===== config.mk =====
export PLATFORM = sky130hd
export DESIGN_NAME = tcce_ctrl
export DESIGN_NICKNAME = d
export VERILOG_FILES = /design/src/tcce_pkg.sv /design/src/tcce_ctrl.sv
export SDC_FILE = /design/constraint.sdc
export NUM_CORES = 1
export LEC_CHECK = 0
export BUFFER_PORTS_ARGS = -buffer_cell sky130_fd_sc_hd__buf_4
export CAP_MARGIN = 10
export CORE_AREA = 2 2 39 41
export DETAILED_ROUTE_END_ITERATION = 16
export DIE_AREA = 0 0 41 43
export PLACE_DENSITY_LB_ADDON = 0.25
export SLEW_MARGIN = 30
export SYNTH_ARGS = -nofsm -noshare
export SYNTH_HDL_FRONTEND = slang
export SYNTH_SLANG_ARGS = --single-unit

===== constraint.sdc =====
create_clock -name clk -period 1.4 [get_ports clk]
set_clock_uncertainty 0.15 [all_clocks]
set_input_delay 0.28 -clock clk [delete_from_list [all_inputs] [get_ports clk]]
set_output_delay 0.28 -clock clk [all_outputs]
set_load 0.05 [all_outputs]

===== src/tcce_pkg.sv =====
package tcce_pkg;

	localparam int ROW_COUNT  = 25;
	localparam int COL_COUNT  = 80;
	localparam int CELL_TOTAL = ROW_COUNT * COL_COUNT;
	localparam int ADDR_W     = $clog2(CELL_TOTAL);

	localparam int FUNC_W = 3;
	localparam int CHAR_W = 8;
	localparam int ROW_W  = 5;
	localparam int COL_W  = 7;
	localparam int POS_W  = 11;
	localparam int CELL_W = 16;

	localparam logic [FUNC_W-1:0] FUNC_PRINT  = 3'd0;
	localparam logic [FUNC_W-1:0] FUNC_DELETE = 3'd1;
	localparam logic [FUNC_W-1:0] FUNC_MOVE   = 3'd2;
	localparam logic [FUNC_W-1:0] FUNC_CLEAR  = 3'd3;
	localparam logic [FUNC_W-1:0] FUNC_READ   = 3'd4;

	localparam logic [CHAR_W-1:0] CHAR_NEWLINE = 8'h0A;
	localparam logic [CHAR_W-1:0] CHAR_RETURN  = 8'h0D;
	localparam logic [CHAR_W-1:0] CHAR_SPACE   = 8'h20;
	localparam logic [CHAR_W-1:0] BLANK_RESET  = 8'h0F;

	localparam logic [ROW_W-1:0] ROW_LAST = ROW_W'(ROW_COUNT - 1);
	localparam logic [COL_W-1:0] COL_LAST = COL_W'(COL_COUNT - 1);

	typedef struct packed {
		logic [FUNC_W-1:0] func;
		logic [CHAR_W-1:0] char_code;
		logic [CHAR_W-1:0] color;
		logic [ROW_W-1:0]  target_row;
		logic [COL_W-1:0]  target_col;
	} cmd_word_t;

	typedef struct packed {
		logic [ROW_W-1:0]  cursor_row_out;
		logic [COL_W-1:0]  cursor_col_out;
		logic [POS_W-1:0]  cursor_position;
		logic [CELL_W-1:0] cell_value;
		logic              scrolled;
		logic              ignored;
	} rsp_word_t;

	// controller to datapath
	typedef struct packed {
		logic accept;
		logic exec;
		logic sweep_clr;
		logic sweep_inc;
		logic init_wr;
		logic clear_wr;
		logic copy_rd;
		logic copy_wr;
		logic blank_wr;
		logic cap_cell;
		logic load_out;
	} ctl_t;

	// datapath to controller
	typedef struct packed {
		logic need_scroll;
		logic need_clear;
		logic need_read;
		logic cnt_zero;
		logic cnt_copy_end;
		logic cnt_end;
	} sts_t;

endpackage


===== src/tcce_ctrl.sv =====
module tcce_ctrl (
	input  logic          clk,
	input  logic          arst_n,
	input  logic          cmd_valid,
	output logic          cmd_stall,
	output logic          rsp_valid,
	input  logic          rsp_stall,
	input  tcce_pkg::sts_t sts,
	output tcce_pkg::ctl_t ctl
);
	import tcce_pkg::*;

	localparam logic [2:0] S_INIT   = 3'd0;
	localparam logic [2:0] S_IDLE   = 3'd1;
	localparam logic [2:0] S_DECODE = 3'd2;
	localparam logic [2:0] S_READ   = 3'd3;
	localparam logic [2:0] S_SCROLL = 3'd4;
	localparam logic [2:0] S_BLANK  = 3'd5;
	localparam logic [2:0] S_CLEAR  = 3'd6;
	localparam logic [2:0] S_FINISH = 3'd7;

	logic [2:0] state_q;
	logic [2:0] state_d;
	logic       rsp_valid_q;
	logic       slot_free;

	assign slot_free = !rsp_valid_q || !rsp_stall;
	assign cmd_stall = (state_q != S_IDLE);
	assign rsp_valid = rsp_valid_q;

	always_comb begin
		ctl     = '0;
		state_d = state_q;
		case (state_q)
			S_INIT: begin
				ctl.init_wr = 1'b1;
				if (sts.cnt_end) begin
					state_d = S_IDLE;
				end else begin
					ctl.sweep_inc = 1'b1;
				end
			end
			S_IDLE: begin
				if (cmd_valid) begin
					ctl.accept = 1'b1;
					state_d    = S_DECODE;
				end
			end
			S_DECODE: begin
				ctl.exec      = 1'b1;
				ctl.sweep_clr = 1'b1;
				if (sts.need_scroll) begin
					state_d = S_SCROLL;
				end else if (sts.need_clear) begin
					state_d = S_CLEAR;
				end else if (sts.need_read) begin
					state_d = S_READ;
				end else begin
					state_d = S_FINISH;
				end
			end
			S_READ: begin
				ctl.cap_cell = 1'b1;
				state_d      = S_FINISH;
			end
			S_SCROLL: begin
				// read one row ahead, write back what the last cycle read
				ctl.copy_rd = !sts.cnt_copy_end;
				ctl.copy_wr = !sts.cnt_zero;
				if (sts.cnt_copy_end) begin
					state_d = S_BLANK;
				end else begin
					ctl.sweep_inc = 1'b1;
				end
			end
			S_BLANK: begin
				ctl.blank_wr = 1'b1;
				if (sts.cnt_end) begin
					state_d = S_FINISH;
				end else begin
					ctl.sweep_inc = 1'b1;
				end
			end
			S_CLEAR: begin
				ctl.clear_wr = 1'b1;
				if (sts.cnt_end) begin
					state_d = S_FINISH;
				end else begin
					ctl.sweep_inc = 1'b1;
				end
			end
			S_FINISH: begin
				if (slot_free) begin
					ctl.load_out = 1'b1;
					state_d      = S_IDLE;
				end
			end
			default: begin
				state_d = S_IDLE;
			end
		endcase
	end

	always_ff @(posedge clk or negedge arst_n) begin
		if (!arst_n) begin
			state_q     <= S_INIT;
			rsp_valid_q <= 1'b0;
		end else begin
			state_q <= state_d;
			if (ctl.load_out) begin
				rsp_valid_q <= 1'b1;
			end else if (!rsp_stall) begin
				rsp_valid_q <= 1'b0;
			end
		end
	end

endmodule


==> run metrics <==
outcome finished with violations; failing checks negative setup slack; Detail Placement HPWL 814 µm; Buf+Inv Stages, Crit Path 1; Final Power ~0.0021 W; pwr dens between 2000 and 2500 nW/µm²; Max-Cap Viols 0; worst slack, placed -0.272 ns; Fill cells 117; Die X 41 µm; crit-path cells or4_4, o311ai_4, buf_6; max incr delay on CP 0.54 ns; crit-path max FO 3; GR Util All Layers 0.139; Final Util 0.637; 1st-pass router iterations 4; Tmin final ~1.9 ns; DRT iter0 DRCs 9; Yosys reg bits 4; # DRC 0; Crit Path Class flip-flop to output pin; Worst path top cell family by delay simple AND/OR/NAND/NOR gates; Sink Count 4; CTS tree yes; antenna violations before repair 0; RSZ-0062 raised after global routing true; Nets 96; cell depth of the worst flop-to-flop path 4; syn nets 53; row count 14; largest net degree at the start of global routing 11; worst slew pin tran 0.290 ns; GRT overflow 0; crit end category output pin; startpoint types flip-flop; CTS H-tree lvls 1; Worst Hold End rsp_valid; final worst-path cycle share 1.34; ANT nets after route 0; most frequent cells in the layout buf_4, buf_6, nor3_4, dfrtp_1; Worst slew margin 0.803; Crit path arrival time around 1.4 ns; Initial Util 0.256; Avg WL per Cell approximately 11 µm; Synth warnings 0; CTS max path bufs 2; register area share after synthesis 0.283; I/O Pins 23; Synth Instances 43; WHS Path Cells 3; final setup vio count 15; syn_area_per_cell 8.23 µm²; Fmax 0.535 GHz; R2R Setup Slk -0.17 ns; Final Max Slew Viols 0; number of distinct library cells after synthesis 24; synthesized cell area between 300 and 400 µm²; port bufs 22; Via density around 4.7; vias in the first global route 422; Post-synth ARST share 1.00; Leak Pwr 0.420 nW; Slowest cell on crit path or4_4; global-route wire length before repair about 1700 µm; Worst IR Drop VDD 1.12 mV; DIE AREA 1760 µm²; Worst R2R End state_q[2]; RePlAce Congestion 0.769; reg-to-reg startpoint state_q[0]; core area around 1400 µm²; clock transition at the registers of the reported paths 0.04 ns; total wire length 1130 µm; clk_lat worst skew 0.23 ns; Final WS setup -0.470 ns; dominant synthesized flop cell dfrtp_1; most common cell after layout, fill and taps aside buf_4; Post-synth EDFFs 0; layout cells sized above 1 0.690; cts bufs inserted 3; synthesis-to-finish area growth 149%; CP Data Required Time ~0.97 ns; Worst Hold Class primary input to flip-flop; Root Driver clkbuf_4; Hold Startpoint rsp_stall; Via Count 472; antenna diode count 0; Die H 43 µm; Final Hold Viols 0; final instance area 881 µm²; Placed Area 652 µm²
-- per-stage QoR --
step | std cells | TNS [ns] | hold slack, ns
global placement | 89 | -2.03 | -0.0729
finish | 100 | -4.65 | 0.136
global route | 100 | -5.48 | 0.148
floorplan | 43 | -2.58 | -0.166
detailed placement | 89 | -2.28 | -0.0713
CTS | 98 | -4.55 | 0.135
-- worst min-delay path, stage by stage --
cell and delay (ns):
buf_4 0.11, nand2_1 0.05, nand2_1 0.05
-- cells by family after synthesis --
group,synth area share
buffers and inverters,0.117
and+or+nand+nor,0.389
muxes,0.0283
AOI/OAI and AO/OA,0.184
DFF,0.283
-- sequential cells by signal, summed over array words and instances, names as in the netlist --
| register | count |
|---|---|
| state_q | 3 |
| rsp_valid | 1 |
-- repair_timing --
item,CTS,global route
hold endpoints to repair,4,0
hold buffers,1,0
gates resized for setup,25,7
buffers inserted,5,3
pin swaps,3,3
setup endpoints to repair,15,15
-- area by class of cell --
type                       count  area (µm²)  area share
clock buffer                   3        22.5      0.0256
inverter                       1        8.76     0.00994
multi-input combinational     34         324       0.368
sequential                     4         100       0.114
tap                           16        20.0      0.0227
timing repair buffer          42         405       0.460
-- where the power goes --
part	total [W]	switching [W]	internal (W)
clock	0.000143	0.0000467	0.0000959
sequential	0.000221	0.0000505	0.000170
combinational	0.00176	0.000937	0.000826
-- cells in the mapped netlist (2+ instances only) --
| cell | count | area share |
|---|---|---|
| a21oi_1 | 3 | 0.042 |
| and2b_1 | 2 | 0.042 |
| dfrtp_1 | 4 | 0.28 |
| nor2_1 | 3 | 0.032 |
| nand2_1 | 4 | 0.042 |
| buf_6 | 2 | 0.064 |
| nor3_1 | 4 | 0.057 |
| o311ai_1 | 2 | 0.049 |
| buf_4 | 2 | 0.042 |
| o21ai_0 | 3 | 0.042 |
-- worst max-delay path by stage --
stage / from / to / slack (ns) / depth (start not counted)
after floorplan: state_q[1] / ctl[9] / -0.40 / 4
after global placement: state_q[2] / ctl[7] / -0.26 / 3
after detailed placement: state_q[0] / ctl[7] / -0.27 / 3
after CTS: state_q[0] / ctl[7] / -0.46 / 3
after global routing: state_q[0] / ctl[7] / -0.51 / 3
final: state_q[0] / ctl[7] / -0.47 / 3
-- metal layers --
metal,up-vias,part of all wire,track usage
met5,-,0,0
met4,0,0,0.0400
met3,0,0.042,0.0157
met2,12,0.54,0.219
met1,218,0.42,0.191
li1,242,-,-
No activity file was read; power rests on OpenSTA's default activity.
